===== config.mk =====
export PLATFORM = sky130hd
export DESIGN_NAME = bbf_ctrl
export DESIGN_NICKNAME = d
export VERILOG_FILES = /design/src/sv/bbf_pkg.sv /design/src/sv/bbf_ctrl.sv
export SDC_FILE = /design/constraint.sdc
export NUM_CORES = 1
export LEC_CHECK = 0
export BUFFER_PORTS_ARGS = -buffer_cell sky130_fd_sc_hd__buf_2
export CAP_MARGIN = 10
export CORE_AREA = 2 2 39 41
export CTS_BUF_LIST = sky130_fd_sc_hd__clkbuf_8
export DETAILED_ROUTE_END_ITERATION = 6
export DIE_AREA = 0 0 41 43
export HOLD_SLACK_MARGIN = 0.12
export PLACE_DENSITY = 0.39
export SLEW_MARGIN = 20
export SYNTH_ARGS = -nofsm -noshare
export SYNTH_HDL_FRONTEND = slang
export SYNTH_SLANG_ARGS = --single-unit

===== constraint.sdc =====
create_clock -name i_clk -period 1.3 [get_ports i_clk]
set_input_delay 0.065 -clock i_clk [delete_from_list [all_inputs] [get_ports i_clk]]
set_output_delay 0.065 -clock i_clk [all_outputs]
set_load 0.02 [all_outputs]

===== src/sv/bbf_pkg.sv =====
`default_nettype none
// ----------------------------------------------------------------------------
// bbf_pkg
// Shared types and constants of the blocked Bloom filter insert block.
// ----------------------------------------------------------------------------
package bbf_pkg;

    localparam int BLOCK_INDEX_BITS = 10;
    localparam int MAX_PROBES       = 16;

    localparam int BLK_LOG2   = 9;
    localparam int BLOCK_W    = 1 << BLK_LOG2;
    localparam int POS_W      = BLK_LOG2;
    localparam int STRIDE_LOW = 5;
    localparam int HASH_W     = 64;
    localparam int HASH_LO_W  = 2 * BLK_LOG2 + BLOCK_INDEX_BITS;
    localparam int FSL_W      = 5;
    localparam int PROBE_W    = 5;
    localparam int HITS_W     = 5;
    localparam int CNT_W      = $clog2(MAX_PROBES + 1);
    localparam int DEPTH      = 1 << BLOCK_INDEX_BITS;

    localparam int CFG_IDX_W  = 2;
    localparam int CFG_DATA_W = 5;

    localparam logic [CFG_IDX_W-1:0] CFG_FILTER_SIZE_LOG2 = 2'd0;
    localparam logic [CFG_IDX_W-1:0] CFG_PROBE_COUNT      = 2'd1;

    localparam logic [FSL_W-1:0]   FSL_RESET   = 5'd19;
    localparam logic [PROBE_W-1:0] PROBE_RESET = 5'd4;

    typedef enum logic [2:0] {
        ST_CLEAR,
        ST_IDLE,
        ST_READ,
        ST_PROBE,
        ST_DONE
    } t_state;

    typedef struct packed {
        logic clr_wr;
        logic load;
        logic rd;
        logic probe;
        logic done;
    } t_ctrl_cmd;

    typedef struct packed {
        logic clr_last;
        logic zero_probes;
        logic probe_last;
        logic out_busy;
    } t_ctrl_sts;

endpackage
`default_nettype wire


===== src/sv/bbf_ctrl.sv =====
`default_nettype none
// ----------------------------------------------------------------------------
// bbf_ctrl
// Sequencer: clearing pass, accept, block read, probe steps, result hand-off.
// ----------------------------------------------------------------------------
module bbf_ctrl (
    input  wire logic              i_clk,
    input  wire logic              i_rst_n,
    input  wire logic              i_in_valid,
    output logic                   o_in_ready,
    input  bbf_pkg::t_ctrl_sts     i_sts,
    output bbf_pkg::t_ctrl_cmd     o_cmd
);
    import bbf_pkg::*;

    t_state r_state;
    t_state n_state;

    always_ff @(posedge i_clk) begin
        if (!i_rst_n) begin
            r_state <= ST_CLEAR;
        end else begin
            r_state <= n_state;
        end
    end

    always_comb begin
        n_state    = r_state;
        o_cmd      = '0;
        o_in_ready = 1'b0;
        unique case (r_state)
            ST_CLEAR: begin
                o_cmd.clr_wr = 1'b1;
                if (i_sts.clr_last) begin
                    n_state = ST_IDLE;
                end
            end
            ST_IDLE: begin
                o_in_ready = 1'b1;
                if (i_in_valid) begin
                    o_cmd.load = 1'b1;
                    n_state    = ST_READ;
                end
            end
            ST_READ: begin
                o_cmd.rd = 1'b1;
                n_state  = i_sts.zero_probes ? ST_DONE : ST_PROBE;
            end
            ST_PROBE: begin
                o_cmd.probe = 1'b1;
                if (i_sts.probe_last) begin
                    n_state = ST_DONE;
                end
            end
            ST_DONE: begin
                if (!i_sts.out_busy) begin
                    o_cmd.done = 1'b1;
                    n_state    = ST_IDLE;
                end
            end
            default: begin
                n_state = ST_CLEAR;
            end
        endcase
    end

endmodule
`default_nettype wire


==> run metrics <==
status=completed; number of global-route vias before repair=212; r2r worst-path depth=3; skew final=0.000688 ns; NumNets Final=51; remaining global-route overflow=0; EDFF count, synth=0; Worst Setup End Kind=output pin; Slew Limit Fails=0; clock period minus worst slack=1.25 ns; crit path cell chain=buf_4 > nor3_2 > and2_1 > buf_2; Final Hold Viols=0; max_slew headroom=0.811; sequential cell area fraction in the yosys report=0.253; Post-Syn Area per Cell=8.80 µm²; CTS tree=done; largest net degree at the start of global routing=9; Syn Nets=34; leakage=0.168 nW; Synth Area in Compound Gates=0.195; CP Max Fanout=8; Worst VDD drop=0.478 mV; htree depth=1; Top FF cell, synth=dfxtp_1; worst hold path depth=4; max incr delay on CP=0.36 ns; # DRC=0; HPWL Detailed=428 µm; post-synthesis xor/xnor area fraction=0; share of cells above drive strength 1=0.535; final hold slack=0.253 ns; first-pass GRT wire length=779 µm; Biggest register=r_state; Clock Pin Slew Worst Setup and Hold Paths=0.03 ns; Worst Hold Launch=i_sts[0]; Yosys warning total=0; initial antenna violation count=0; leading cell type in the layout, fill and taps excluded=buf_2; CTS Buf Count=3; pwr dens=1250 mW/mm²; Achievable Freq=802 MHz; final WL=530 µm; IO Count=13; mux cell area share after synthesis=0.0421; max_cap viols=0; Area growth syn-to-layout=55.3%; Worst EP required=1.24 ns; diode count=0; final setup fails=0; post-route ant nets=0; biggest regs=r_state (3); core box area=0.00138 mm²; via count=247; Routed WL per cell=8.98 µm; Placer Congestion=0.634; max reg flops=3; RSZ-0062 raised after global routing=no; Final TNS setup=0 ns; Skew-Pair Late Insertion Delay=0.21 ns; Clock Path Buffers=2; worst reg-to-reg setup slack=0.24 ns; Die Height=43 µm; Port-buffer cells=12; Critical-path top delay cell=dfxtp_2; CTS root buf=clkbuf_8; #FFs+latches synth=3; synthesized area=238 µm²; worst slew pin tran=0.283 ns; Avg Vias per Cell=4.19; main combinational cell family by area after synthesis=simple AND/OR/NAND/NOR gates; Initial Util=0.172; num rows=14; Tcrit/Tclk final=0.959; Async SR Flop Fraction=0; Synth Area in Simple Gates=0.400; Hold WC Path Type=in -> reg; Post-Syn Instances=27; die area=0.00176 mm²; Netlist cell types=19; total global-route track usage=0.0702; reg2reg end=r_state[0]$_SDFFE_PN0P_; nature of the critical path startpoint=register; Initial DRC Count=3; WS Path Type=reg -> out; Synth Area in Adders=0; drt first pass iters=3; CP Data Arrival Time=1.18 ns; most frequent cells in the layout=12 x buf_2, 3 x nand2b_1, 3 x nor2_1, 3 x clkbuf_8; Hold EP=r_state[2]$_SDFFE_PN0P_; FF-to-FF Start=r_state[1]$_SDFFE_PN0P_; clock sinks=3; Die W=41 µm; post-CTS setup buffer count=0
==> layer usage <==
metal,routed length [µm],track usage,vias to the layer above
met1,230,0.0769,114
met3,26,0.0157,0
met4,0,0.0800,0
met5,0,0,-
li1,-,-,128
met2,274,0.0969,5
==> layout make-up <==
class                      count  area (µm²)
fill                         156        1010
multi-input combinational     20         156
timing repair buffer          14        77.6
sequential                     3        62.6
clock buffer                   3        41.3
tap                           16        20.0
inverter                       2        7.51
clock inverter                 1        3.75
==> cell usage after synthesis, types with 3 or more instances <==
| library cell | n | share of area |
|---|---|---|
| nand2b_1 | 3 | 0.079 |
| nor2_1 | 3 | 0.047 |
| dfxtp_1 | 3 | 0.25 |
| nor3_1 | 3 | 0.063 |
==> worst max-delay path: cells and delay by family, from the launching register on <==
kind / cells / cell delay (ns)
DFF: 1 / 0.36
buffers and inverters: 2 / 0.31
and+or+nand+nor: 2 / 0.30
==> worst max path at each step <==
stage                       startpoint                 endpoint  slack, ns  depth (start not counted)
2_1_floorplan  r_state[0]$_SDFFE_PN0P_                 o_cmd[3]       0.15                          4
3_3_place_gp   r_state[1]$_SDFFE_PN0P_  r_state[0]$_SDFFE_PN0P_       0.04                          3
3_5_place_dp   r_state[1]$_SDFFE_PN0P_  r_state[0]$_SDFFE_PN0P_       0.11                          3
4_1_cts        r_state[1]$_SDFFE_PN0P_                 o_cmd[3]       0.03                          4
5_1_grt        r_state[1]$_SDFFE_PN0P_                 o_cmd[3]     0.0009                          4
6_report       r_state[1]$_SDFFE_PN0P_                 o_cmd[3]       0.05                          4
==> logic make-up (layout without fill, tap and decap cells) <==
| group | count (synthesis) | after routing |
|---|---|---|
| and+or+nand+nor | 14 | 14 |
| AOI/OAI and AO/OA | 5 | 5 |
| buffers and inverters | 4 | 20 |
| DFF | 3 | 3 |
| muxes | 1 | 1 |
==> metrics by stage <==
stage | cells | area (µm²) | total power [W] | utilization | setup slack, ns
2_1_floorplan | 27 | 243 | 0.000175 | - | 0.147
3_3_place_gp | 54 | 312 | 0.000202 | 0.225 | 0.0381
3_5_place_dp | 54 | 312 | 0.000200 | 0.225 | 0.107
4_1_cts | 59 | 369 | 0.000473 | 0.267 | 0.0310
5_1_grt | 59 | 369 | 0.000489 | 0.267 | 0.000894
6_report | 59 | 369 | 0.000461 | 0.267 | 0.0532
==> repair_timing <==
item	in CTS	in global routing
hold buffers	1	0
hold endpoints to repair	3	0
setup endpoints to repair	3	0
resized for setup	2	0
==> power by group <==
part           switching, W  internal (W)  total [W]
Sequential        0.0000154     0.0000999   0.000115
Combinational     0.0000449     0.0000405  0.0000854
Clock             0.0000595      0.000201   0.000260
Note: power is estimated with default switching activity, not from simulation.
